--- src/sv/cross_min_max_filter_assert.svh ---
// Assertion macros used by the cross min/max filter result buffer.
`ifndef CROSS_MIN_MAX_FILTER_ASSERT_SVH
`define CROSS_MIN_MAX_FILTER_ASSERT_SVH

// Checks that cons holds in the same cycle as ante.
`define CMMF_ASSERT_SAME(label, ante, cons, msg) \
    label: assert property (@(posedge clk) disable iff (!rst_n) \
        (ante) |-> (cons)) else $error(msg);

// Checks that cons holds in the cycle after ante.
`define CMMF_ASSERT_NEXT(label, ante, cons, msg) \
    label: assert property (@(posedge clk) disable iff (!rst_n) \
        (ante) |=> (cons)) else $error(msg);

`endif

--- src/sv/cmmf_pkg.sv ---
// Types, constants and the min/max helper of the cross min/max filter.
`timescale 1ns / 1ps
`default_nettype none

package cmmf_pkg;

    localparam int PIXEL_W     = 32;
    localparam int HEIGHT_W    = 16;
    localparam int CFG_W       = 16;
    localparam int CFG_IDX_W   = 2;
    localparam int CFG_WIDTH_W = 11;
    localparam int MAX_RESULTS = 3;
    localparam int CNT_W       = 2;

    localparam logic [CFG_IDX_W-1:0] REG_FILTER_MODE  = 2'd0;
    localparam logic [CFG_IDX_W-1:0] REG_IMAGE_WIDTH  = 2'd1;
    localparam logic [CFG_IDX_W-1:0] REG_IMAGE_HEIGHT = 2'd2;

    localparam logic MODE_ERODE  = 1'b0;
    localparam logic MODE_DILATE = 1'b1;

    typedef logic [PIXEL_W-1:0] pixel_t;

    typedef struct packed {
        pixel_t older;
        pixel_t newer;
    } line_pair_t;

    typedef struct packed {
        logic row_out;
        logic has_up;
        logic has_left;
        logic has_right;
        logic has_far_left;
        logic last_row_out;
        logic frame_end;
    } kern_flags_t;

    typedef struct packed {
        logic [CNT_W-1:0]                   count;
        logic                               eof;
        logic [MAX_RESULTS-1:0][PIXEL_W-1:0] pix;
    } result_set_t;

    function automatic pixel_t pick(logic mode, pixel_t a, pixel_t b);
        if (mode == MODE_DILATE)
            return (a > b) ? a : b;
        return (a < b) ? a : b;
    endfunction

endpackage

`default_nettype wire

--- src/sv/cmmf_result_buf.sv ---
// Output buffer that holds the results of one pixel and sends them one beat at a time.
`timescale 1ns / 1ps
`default_nettype none
`include "cross_min_max_filter_assert.svh"

module cmmf_result_buf
    import cmmf_pkg::*;
(
    input  wire logic        clk,
    input  wire logic        rst_n,
    input  wire logic        load,
    input  wire result_set_t results,
    output logic             take,
    output logic             out_valid,
    input  wire logic        out_stall,
    output pixel_t           pixel_out,
    output logic             last_of_run,
    output logic             end_of_frame
);

    logic             valid_reg;
    logic             valid_next;
    logic [CNT_W-1:0] idx_reg;
    logic [CNT_W-1:0] idx_next;
    result_set_t      set_reg;
    logic             last_beat;
    logic             beat_done;

    assign last_beat = idx_reg == (set_reg.count - CNT_W'(1));
    assign beat_done = valid_reg && !out_stall;
    assign take      = !valid_reg || (beat_done && last_beat);

    always_comb
    begin
        valid_next = valid_reg;
        idx_next   = idx_reg;
        if (take)
        begin
            valid_next = load && (results.count != '0);
            idx_next   = '0;
        end
        else if (beat_done)
        begin
            idx_next = idx_reg + CNT_W'(1);
        end
    end

    always_ff @(posedge clk or negedge rst_n)
    begin
        if (!rst_n)
        begin
            valid_reg <= 1'b0;
            idx_reg   <= '0;
        end
        else
        begin
            valid_reg <= valid_next;
            idx_reg   <= idx_next;
        end
    end

    always_ff @(posedge clk)
    begin
        if (take && load)
        begin
            set_reg <= results;
        end
    end

    assign out_valid    = valid_reg;
    assign pixel_out    = set_reg.pix[idx_reg];
    assign last_of_run  = last_beat;
    assign end_of_frame = set_reg.eof && last_beat;

    `CMMF_ASSERT_SAME(a_idx_in_range, valid_reg, idx_reg < set_reg.count, "beat index past count")
    `CMMF_ASSERT_SAME(a_eof_is_last, valid_reg && end_of_frame, last_of_run, "frame end not last")
    `CMMF_ASSERT_NEXT(a_run_continues, beat_done && !last_beat,
        valid_reg && (idx_reg == $past(idx_reg) + CNT_W'(1)), "run cut short")

endmodule

`default_nettype wire

--- config.mk ---
export PLATFORM = sky130hd
export DESIGN_NAME = cmmf_result_buf
export DESIGN_NICKNAME = d
export VERILOG_FILES = /design/src/sv/cmmf_pkg.sv /design/src/sv/cmmf_result_buf.sv
export VERILOG_INCLUDE_DIRS = /design/src /design/src/sv
export SDC_FILE = /design/constraint.sdc
export NUM_CORES = 1
export LEC_CHECK = 0
export BUFFER_PORTS_ARGS = -buffer_cell sky130_fd_sc_hd__buf_2
export CELL_PAD_IN_SITES_DETAIL_PLACEMENT = 2
export CELL_PAD_IN_SITES_GLOBAL_PLACEMENT = 2
export CORE_UTILIZATION = 30
export CTS_CLUSTER_DIAMETER = 120
export DETAILED_ROUTE_END_ITERATION = 10
export GPL_TIMING_DRIVEN = 0
export HOLD_SLACK_MARGIN = 0.08
export PLACE_DENSITY = 0.74
export SLEW_MARGIN = 20
export SYNTH_ARGS = -nofsm -noshare
export SYNTH_HDL_FRONTEND = slang
export SYNTH_SLANG_ARGS = --single-unit
--- constraint.sdc ---
create_clock -name clk -period 6.15 [get_ports clk]
set_input_delay 0.3075 -clock clk [delete_from_list [all_inputs] [get_ports clk]]
set_output_delay 0.3075 -clock clk [all_outputs]
set_load 0.02 [all_outputs]
==> flow_metrics.env <==
export IMPL_status="finished, final reports clean"
export IMPL_grt_pass1_vias=2669
export IMPL_grt_util_all_layers_pct=14.7
export IMPL_areaGrowthSynthToFinish_pct=32.3
export IMPL_place_area_mm2=0.00480
export IMPL_tns_ns=0
export IMPL_max_slew_margin_pct=48.5
export IMPL_setup_ws_ns=3.74
export IMPL_start_util_pct=30.6
export IMPL_fin_util_pct=40.6
export IMPL_drc=0
export IMPL_finalNetCount=484
export IMPL_synth_xor_area_share_pct=0.647
export IMPL_core_area_mm2=0.0126
export IMPL_ys_warn_count=0
export IMPL_ys_top_cells_by_area="edfxtp_1 (77%), mux2i_1 (8.5%), o21ai_1 (4.3%), nand2_1 (3.2%), dfrtp_1 (1.9%)"
export IMPL_hold_viol=0
export IMPL_async_reset_ff_share_pct=2.94
export IMPL_synth_distinct_cells=22
export IMPL_ant_nets=0
export IMPL_worstSetupPathType="register to register"
export IMPL_clk_latency_ns=0.35
export IMPL_largest_register_ffs=99
export IMPL_routed_wl_um=9430
export IMPL_fin_area_mm2=0.00512
export IMPL_synth_top_cell_area_share_pct=76.9
export IMPL_crit_path_end_kind="register"
export IMPL_synthAdderAreaFrac_pct=0
export IMPL_yosysMostFrequentCell="edfxtp_1"
export IMPL_post_drt_wl_per_cell_um=16.9
export IMPL_fin_cells=558
export IMPL_path_cells="buf_2 -> nor3b_1 -> mux2_4 -> o21a_4 -> buf_12"
export IMPL_antenna_cells=0
export IMPL_crit_fanout=55
export IMPL_yosys_area_top_type="edfxtp_1"
export IMPL_r2r_end="set_reg[68]$_DFFE_PP_"
export IMPL_muxShareOfSynthArea_pct=8.93
export IMPL_rows=41
export IMPL_p_leak_nw=1.98
export IMPL_hold_class="input pin to register"
export IMPL_syn_area_mm2=0.00387
export IMPL_maxSlewViolCount=0
export IMPL_cts_made_buffers=9
export IMPL_gp_congestion=0.656
export IMPL_crit_slowest_cell="o21a_4"
export IMPL_synth_seq_cells=102
export IMPL_antenna_found_initial=1
export IMPL_grt_start_max_net_pins=56
export IMPL_finalPower_mw=2.36
export IMPL_cts_tree="built"
export IMPL_fp_dieH_um=116
export IMPL_critPathLaunchType="register"
export IMPL_place_ws_ns=3.72
export IMPL_die_x_um=116
export IMPL_cp_required_ns=6.18
export IMPL_fill_cells=1306
export IMPL_clock_sinks=102
export IMPL_synth_area_per_cell_um2=16.8
export IMPL_htree_levels=3
export IMPL_first_pass_iters=4
export IMPL_setup_viol=0
export IMPL_cts_setup_buffers=0
export IMPL_whs_path_depth=1
export IMPL_clk_pin_slew_ns=0.07
export IMPL_min_delay_start="results[94]"
export IMPL_place_inst=541
export IMPL_synth_top_family_by_area="multiplexers"
export IMPL_drive_gt1_share_pct=42.7
export IMPL_grt_pass1_wl_um=13900
export IMPL_finalCritPeriodShare_pct=39.2
export IMPL_power_density_mw_per_mm2=460
export IMPL_rsz0062_at_grt="no"
export IMPL_dp_hpwl_um=6740
export IMPL_synth_compound_area_share_pct=5.14
export IMPL_multi_input_area_um2=757
export IMPL_vdd_drop_max_mv=0.175
export IMPL_cp_arrival_ns=2.44
export IMPL_ys_top_cells_by_count="edfxtp_1 (99), mux2i_1 (33), nand2_1 (33), o21ai_1 (33), buf_2 (5)"
export IMPL_vias=2460
export IMPL_worstMarginPinSlew_ns=0.773
export IMPL_synth_simple_area_share_pct=4.66
export IMPL_io_buffers=138
export IMPL_syn_nets=333
export IMPL_viasPerCell=4.41
export IMPL_maxCapViolCount=0
export IMPL_clock_root_buffer="clkbuf_16"
export IMPL_skew_ns=0.00734
export IMPL_rr_startpoint="idx_reg[0]$_DFFE_PN0P_"
export IMPL_r2r_slack_ns=3.74
export IMPL_io_pin_count=139
export IMPL_dr_first_iter_drc_count=140
export IMPL_die_area_mm2=0.0133
export IMPL_gr_total_overflow=0
export IMPL_synth_edff_count=99
export IMPL_cts_path_max_buffers=2
export IMPL_min_to="set_reg[94]$_DFFE_PP_"
export IMPL_r2r_cells=5
export IMPL_ys_seq_area_share_pct=78.8
export IMPL_min_period_ns=2.41
export IMPL_timing_hold_ws_ns=0.132
export IMPL_syn_inst=230
export IMPL_fmax_mhz=415
export IMPL_synth_flop_cell="edfxtp_1"
export IMPL_regArea_mm2=0.00305
export IMPL_crit_path_max_incr_delay_ns=0.62
[worst max-delay path, delay by kind of cell, from the launching register on]
kind,cells,cell delay [ns]
AOI/OAI and AO/OA,1,0.62
buffers and inverters,2,0.57
DFF,1,0.40
and+or+nand+nor,1,0.22
muxes,1,0.22
[cell usage in the layout, fill, tap and decap left out, types with 3 or more instances in the layout]
cell type  Yosys  final
buf_2          5    143
buf_4          4      4
clkbuf_1       3      5
clkbuf_16      0      9
dfrtp_1        3      3
edfxtp_1      99     99
mux2i_1       33     33
nand2_1       33     33
nand2b_1       3      3
o21ai_1       33     33
[worst max path at each step]
stage	startpoint	slack, ns	cells after the start	endpoint
detailed placement	idx_reg[0]$_DFFE_PN0P_	3.72	5	set_reg[9]$_DFFE_PP_
CTS	idx_reg[0]$_DFFE_PN0P_	3.69	5	set_reg[73]$_DFFE_PP_
global route	idx_reg[0]$_DFFE_PN0P_	3.60	5	set_reg[73]$_DFFE_PP_
floorplan	idx_reg[1]$_DFFE_PN0P_	2.50	4	set_reg[0]$_DFFE_PP_
global placement	idx_reg[0]$_DFFE_PN0P_	1.57	4	set_reg[74]$_DFFE_PP_
finish	idx_reg[0]$_DFFE_PN0P_	3.74	5	set_reg[68]$_DFFE_PP_
[report_power, final]
group	internal (mW)	switching [mW]
Combinational	0.275	0.525
Clock	0.354	0.241
Sequential	0.923	0.0379
[final cells by class]
cell class,instances,area share (%)
Timing Repair Buffer,140,14.1
Tap cell,172,4.21
Multi-Input combinational cell,115,14.8
Clock inverter,5,1.44
Sequential cell,102,59.6
Clock buffer,11,4.55
Inverter,1,0.0733
Buffer,12,1.30
[logic make-up (layout without fill, tap and decap cells)]
logic type / count (synthesis) / count (layout)
AOI/OAI and AO/OA: 38 / 38
DFF: 102 / 102
buffers and inverters: 13 / 169
and+or+nand+nor: 41 / 41
xor gates and xnor gates: 2 / 2
muxes: 34 / 34
[routing by layer]
layer / wire, µm / GRT usage, %
met4: 123 / 7.01
met2: 5110 / 26.5
met1: 3590 / 15.4
met3: 592 / 4.60
met5: 17 / 0
[what timing repair did]
action	4_1_cts	5_1_grt
resized for setup	0	0
hold endpoints to repair	3	0
hold buffers	1	0
No activity file was read; power rests on OpenSTA's default activity.
