<file path="config.mk">
export PLATFORM = sky130hd
export DESIGN_NAME = cmmf_kernel
export DESIGN_NICKNAME = d
export VERILOG_FILES = /design/src/sv/cross_min_max_filter_assert.svh /design/src/sv/cmmf_pkg.sv /design/src/sv/cmmf_kernel.sv
export SDC_FILE = /design/constraint.sdc
export NUM_CORES = 1
export LEC_CHECK = 0
export BUFFER_PORTS_ARGS = -buffer_cell sky130_fd_sc_hd__buf_2
export CAP_MARGIN = 15
export CORE_MARGIN = 2
export CORE_UTILIZATION = 45
export DETAILED_ROUTE_END_ITERATION = 8
export PLACE_DENSITY = 0.72
export SLEW_MARGIN = 10
export SYNTH_ARGS = -nofsm -noshare
export SYNTH_HDL_FRONTEND = slang
export SYNTH_SLANG_ARGS = --single-unit
</file>
<file path="constraint.sdc">
create_clock -name vclk -period 15.79
set_input_delay 3.158 -clock vclk [all_inputs]
set_output_delay 3.158 -clock vclk [all_outputs]
set_load 0.02 [all_outputs]
</file>
<file path="src/sv/cross_min_max_filter_assert.svh">
// Assertion macros used by the cross min/max filter result buffer.
`ifndef CROSS_MIN_MAX_FILTER_ASSERT_SVH
`define CROSS_MIN_MAX_FILTER_ASSERT_SVH

// Checks that cons holds in the same cycle as ante.
`define CMMF_ASSERT_SAME(label, ante, cons, msg) \
    label: assert property (@(posedge clk) disable iff (!rst_n) \
        (ante) |-> (cons)) else $error(msg);

// Checks that cons holds in the cycle after ante.
`define CMMF_ASSERT_NEXT(label, ante, cons, msg) \
    label: assert property (@(posedge clk) disable iff (!rst_n) \
        (ante) |=> (cons)) else $error(msg);

`endif

</file>
<file path="src/sv/cmmf_pkg.sv">
// Types, constants and the min/max helper of the cross min/max filter.
`timescale 1ns / 1ps
`default_nettype none

package cmmf_pkg;

    localparam int PIXEL_W     = 32;
    localparam int HEIGHT_W    = 16;
    localparam int CFG_W       = 16;
    localparam int CFG_IDX_W   = 2;
    localparam int CFG_WIDTH_W = 11;
    localparam int MAX_RESULTS = 3;
    localparam int CNT_W       = 2;

    localparam logic [CFG_IDX_W-1:0] REG_FILTER_MODE  = 2'd0;
    localparam logic [CFG_IDX_W-1:0] REG_IMAGE_WIDTH  = 2'd1;
    localparam logic [CFG_IDX_W-1:0] REG_IMAGE_HEIGHT = 2'd2;

    localparam logic MODE_ERODE  = 1'b0;
    localparam logic MODE_DILATE = 1'b1;

    typedef logic [PIXEL_W-1:0] pixel_t;

    typedef struct packed {
        pixel_t older;
        pixel_t newer;
    } line_pair_t;

    typedef struct packed {
        logic row_out;
        logic has_up;
        logic has_left;
        logic has_right;
        logic has_far_left;
        logic last_row_out;
        logic frame_end;
    } kern_flags_t;

    typedef struct packed {
        logic [CNT_W-1:0]                   count;
        logic                               eof;
        logic [MAX_RESULTS-1:0][PIXEL_W-1:0] pix;
    } result_set_t;

    function automatic pixel_t pick(logic mode, pixel_t a, pixel_t b);
        if (mode == MODE_DILATE)
            return (a > b) ? a : b;
        return (a < b) ? a : b;
    endfunction

endpackage

`default_nettype wire

</file>
<file path="src/sv/cmmf_kernel.sv">
// Cross-shaped min/max kernel that forms the results of one input pixel.
`timescale 1ns / 1ps
`default_nettype none

module cmmf_kernel
    import cmmf_pkg::*;
(
    input  wire logic        mode,
    input  wire kern_flags_t flags,
    input  wire pixel_t      below,
    input  wire pixel_t      center,
    input  wire pixel_t      up,
    input  wire pixel_t      right,
    input  wire pixel_t      left,
    input  wire pixel_t      pend0,
    input  wire pixel_t      pend1,
    output result_set_t      results
);

    pixel_t a1;
    pixel_t b1;
    pixel_t c1;
    pixel_t r1;
    pixel_t a2;
    pixel_t b2;
    pixel_t r2;
    pixel_t r3;

    // An absent neighbor is replaced by a value already in the set.
    always_comb
    begin
        a1 = pick(mode, center, below);
        b1 = pick(mode, flags.has_left ? left : center, flags.has_right ? right : center);
        c1 = pick(mode, a1, b1);
        r1 = pick(mode, c1, flags.has_up ? up : center);
        a2 = pick(mode, pend0, below);
        b2 = pick(mode, flags.has_far_left ? pend1 : pend0, left);
        r2 = pick(mode, a2, b2);
        r3 = pick(mode, pick(mode, below, pend0), center);
    end

    always_comb
    begin
        logic [CNT_W-1:0] n;
        n = '0;
        results = '0;
        if (flags.row_out)
        begin
            results.pix[n] = r1;
            n = n + CNT_W'(1);
        end
        if (flags.last_row_out)
        begin
            results.pix[n] = r2;
            n = n + CNT_W'(1);
        end
        if (flags.frame_end)
        begin
            results.pix[n] = r3;
            n = n + CNT_W'(1);
        end
        results.count = n;
        results.eof   = flags.frame_end;
    end

endmodule

`default_nettype wire

</file>
==> results_dict.tcl, run 1 <==
set metrics [dict create \
    status "completed" \
    cp.arrival_ns 12.28 \
    grt_pass1_vias 16000 \
    fill_cells 3066 \
    post_dp_cell_area_um2 16000 \
    num-clock-buffers 0 \
    synthMuxAreaShare 0.104 \
    fmax_mhz 64.8 \
    crit_path_end_kind "output port" \
    dr.pass1.iters 6 \
    synth_compound_area_frac 0.365 \
    rsz0062_at_grt "false" \
    synthTopCellsByArea "ha_1 24%, mux2i_1 9.1%, a21oi_1 8.2%" \
    grt_pass1_wl_um 96100 \
    synth-simple-area-share 0.195 \
    cts_resized 0 \
    die_h_um 178 \
    start_util 0.458 \
    crit_type "input pin to output port" \
    fin_tns_setup_ns 0 \
    avgSynthCellArea_um2 6.67 \
    maxSlewViolCount 0 \
    yosysMostFrequentCell "ha_1" \
    synth_cell_types 71 \
    cp_slowest_cell "o21ai_0" \
    grt_max_degree 62 \
    cts_setup_buffers 0 \
    yosys.area.top_type "ha_1" \
    p_leak_uw 0.00824 \
    synthAdderAreaFrac 0.238 \
    synth_area_um2 13700 \
    synth_top_family_by_area "compound AO/OA/AOI/OAI gates" \
    max_slew_margin 0.209 \
    drive_above_1_share 0.214 \
    final_nets 2829 \
    grt.total_usage 0.397 \
    core-area_um2 29800 \
    cts-hold-fix-buffers 0 \
    crit_family "compound AO/OA/AOI/OAI gates" \
    synth_nets 2539 \
    io_buffer_count 331 \
    hold_viol_final 0 \
    routed_wl_um 66100 \
    yosysTopAreaCellShare 0.238 \
    synth-xor-area-share 0.000641 \
    ios 331 \
    stdcell_area_um2 16100 \
    fin_crit_ns 15.44 \
    num_rows 63 \
    min_path_type "input pin to output port" \
    dp_hpwl_um 56200 \
    design.seq.count 0 \
    ant_nets 0 \
    gp_congestion 1.01 \
    max_stage_delay_ns 0.57 \
    die-area_um2 31800 \
    synth_warnings 0 \
    ir_worst_vdd_mv 0.0325 \
    synthCells 2047 \
    drc 0 \
    num_vias 17700 \
    setup-violations-final 0 \
    tightest_slew_ns 1.19 \
    crit_required_ns 12.63 \
    antenna_found_initial 4 \
    area_growth_pct 17.5 \
    regArea_um2 0 \
    critPathMaxFanout 57 \
    grt-ovfl-total 0 \
    synth-seq-area-share 0 \
    drt_iter0_drc 2213 \
    routedWlPerCell_um 24.2 \
    cp_num_buf_inv 5 \
    period_share 0.978 \
    start_kind "input pin" \
    hold_ws_ns 6.70 \
    die_width_um 178 \
    via_per_inst 6.50 \
    powerDensity_nw_per_um2 68.8 \
    synth_commonest_cells "260 x ha_1, 223 x a21oi_1, 207 x o21ai_0" \
    max-cap-violations 0 \
]
-- cell usage in the layout, fill, tap and decap left out, drive strengths merged, types with 5 or more instances in the layout --
cell / count
a2111oi: 15
a211oi: 26
a21o: 35
a21oi: 223
a221oi: 22
a22o: 17
a22oi: 15
a31o: 6
a31oi: 30
and2: 18
and3: 6
and4: 13
buf: 420
ha: 260
inv: 205
mux2: 16
mux2i: 124
nand2: 158
nand3: 74
nand4: 39
nor2: 96
nor2b: 27
nor3: 53
nor4: 15
o2111ai: 14
o211ai: 20
o21a: 5
o21ai: 241
o221a: 25
o22ai: 31
o2bb2ai: 8
or2: 9
or3: 28
-- power by group --
| part | switching [uW] | internal, uW | leakage (uW) |
|---|---|---|---|
| combinational | 690 | 414 | 0.00824 |
| clock | 0 | 0.0000339 | 0.0000000254 |
| sequential | 0 | 0 | 0 |
-- metal layers --
metal / vias up / routed length, um / share of wire / GRT usage
met2: 1123 / 27600 / 0.42 / 0.604
li1: 8274 / - / - / -
met3: 110 / 8850 / 0.13 / 0.0951
met4: 0 / 1780 / 0.027 / 0.0952
met1: 8235 / 27800 / 0.42 / 0.561
met5: - / 0 / 0 / 0
-- area by class of cell --
cell class | instances | area (um^2) | area share
antenna | 4 | 10.0 | 0.000623
inverter | 206 | 773 | 0.0482
multi-input combinational | 1708 | 12400 | 0.772
tap | 390 | 488 | 0.0304
timing repair buffer | 421 | 2380 | 0.149
-- final timing paths --
check  cells past startpoint          end  startpoint
max                       33   results[3]    flags[4]
min                        2  results[96]    flags[0]
-- through the flow --
| step | worst slack, ns | util | total power [uW] | instances |
|---|---|---|---|---|
| 3_5_place_dp | 0.612 | 0.538 | 1060 | 2725 |
| 2_1_floorplan | 1.29 | - | 693 | 2047 |
| 3_3_place_gp | 0.845 | 0.538 | 1050 | 2725 |
| 5_1_grt | 0.0216 | 0.539 | 1190 | 2729 |
| 6_report | 0.350 | 0.539 | 1100 | 2729 |
| 4_1_cts | 0.586 | 0.538 | 1070 | 2725 |
-- kinds of logic (layout without fill, tap and decap cells) --
logic type | Yosys count | after routing
XOR/XNOR | 1 | 1
multiplexers | 140 | 140
other | 0 | 4
AO/OA/AOI/OAI | 764 | 764
buffers and inverters | 339 | 627
AND/OR/NAND/NOR | 543 | 543
adder cells (fa/ha/maj) | 260 | 260
Note: power is estimated with default switching activity, not from simulation.
==> inputs of run 2 (changes only) <==
==> constraint.sdc (replaced) <==
create_clock -name vclk -period 15.5
set_input_delay 3.1 -clock vclk [all_inputs]
set_output_delay 3.1 -clock vclk [all_outputs]
set_load 0.02 [all_outputs]
==> results_dict.tcl, run 2 (synthesis results as in run 1) <==
set metrics [dict create \
    dr.pass1.iters 5 \
    drt_iter0_drc 2249 \
    finalWorstSetupSlack_ns 0.467 \
    io_buffer_count 331 \
    maxSlewViolCount 0 \
    utilization 0.547 \
    grt-ovfl-total 0 \
    die_width_um 178 \
    mostFrequentLayoutCells "330 x buf_2, 260 x ha_1, 223 x a21oi_1" \
    met2_length_um 28600 \
    via_per_inst 6.55 \
    multi_input_area_um2 12400 \
    die-area_um2 31800 \
    dp_hpwl_um 58300 \
    crit_required_ns 12.40 \
    num-clock-buffers 0 \
    cp_slowest_cell "a2111oi_1" \
    min_path_type "input pin to output port" \
    ios 331 \
    fmax_mhz 66.5 \
    pre_cts_ws_ns 0.264 \
    num_rows 63 \
    final_nets 2857 \
    cts_setup_buffers 0 \
    area_growth_pct 19.3 \
    start_kind "input pin" \
    grt_max_degree 64 \
    cts-hold-fix-buffers 0 \
    regArea_um2 0 \
    num_vias 18100 \
    placed_cells 2753 \
    status "completed" \
    critPathMaxFanout 20 \
    hold_viol_final 0 \
    max_stage_delay_ns 0.51 \
    die_h_um 178 \
    p_leak_uw 0.00838 \
    crit_family "compound AO/OA/AOI/OAI gates" \
    tightest_slew_ns 1.14 \
    max-cap-violations 0 \
    design.seq.count 0 \
    start_util 0.458 \
    period_share 0.970 \
    final_common_cell "buf_2" \
    powerDensity_nw_per_um2 71.0 \
    wl_met3_um 8610 \
    fin_cells 2757 \
    p_total_uw 1160 \
    crit_path_frequent_cell "buf_4" \
    hold_ws_ns 6.60 \
    grt.total_usage 0.413 \
    routed_wl_um 68600 \
    routedWlPerCell_um 24.9 \
    core-area_um2 29800 \
    fin_crit_ns 15.03 \
    max_slew_margin 0.239 \
    fill_cells 3107 \
    ir_worst_vdd_mv 0.0381 \
    cts_resized 0 \
    drive_above_1_share 0.226 \
    drc 0 \
    antenna_found_initial 4 \
    wirelength_met1_um 29700 \
    top_layer_used "met4" \
    setup-violations-final 0 \
    crit_path_end_kind "output port" \
    gp_congestion 1.03 \
    grt_pass1_vias 16200 \
    grt_pass1_wl_um 99100 \
    cp_num_buf_inv 7 \
    cp.arrival_ns 11.93 \
    crit_type "input pin to output port" \
    ant_nets 0 \
]
[run 2: changes by cell type in the layout (fill, tap and decap cells not counted), moves of 2 or more]
cell / previous run / this run
buf_4: 86 / 115
mux2i_1: 123 / 120
mux2i_2: 0 / 3
o21ai_0: 205 / 202
a221oi_1: 22 / 20
a221oi_2: 0 / 2
o21ai_1: 33 / 35
[run 2: through the flow]
step           area, um^2   TNS, ns
5_1_grt             16300  -0.00623
2_1_floorplan       13700         0
6_report            16300         0
4_1_cts             16200         0
3_5_place_dp        16200         0
3_3_place_gp        16200         0
[run 2: area by class of cell]
cell class	count	area share
inverter	206	0.0475
timing repair buffer	449	0.159
multi-input combinational	1708	0.763
tap	390	0.0300
antenna	4	0.000614
[run 2: path summary, 6_finish.rpt]
check / to / cells past startpoint / startpoint / slack [ns]
setup / recovery: results[26] / 36 / flags[3] / 0.47
hold / removal: results[96] / 2 / flags[0] / 6.60
[run 2: power by group]
group          total (uW)  internal, uW  switching (uW)
Clock           0.0000346     0.0000346               0
Sequential              0             0               0
Combinational        1160           437             719
[run 2: layer usage]
layer / global-route usage / vias up
li1: - / 8318
met3: 0.0829 / 99
met2: 0.627 / 1165
met5: 0 / -
met4: 0.0816 / 0
met1: 0.599 / 8479
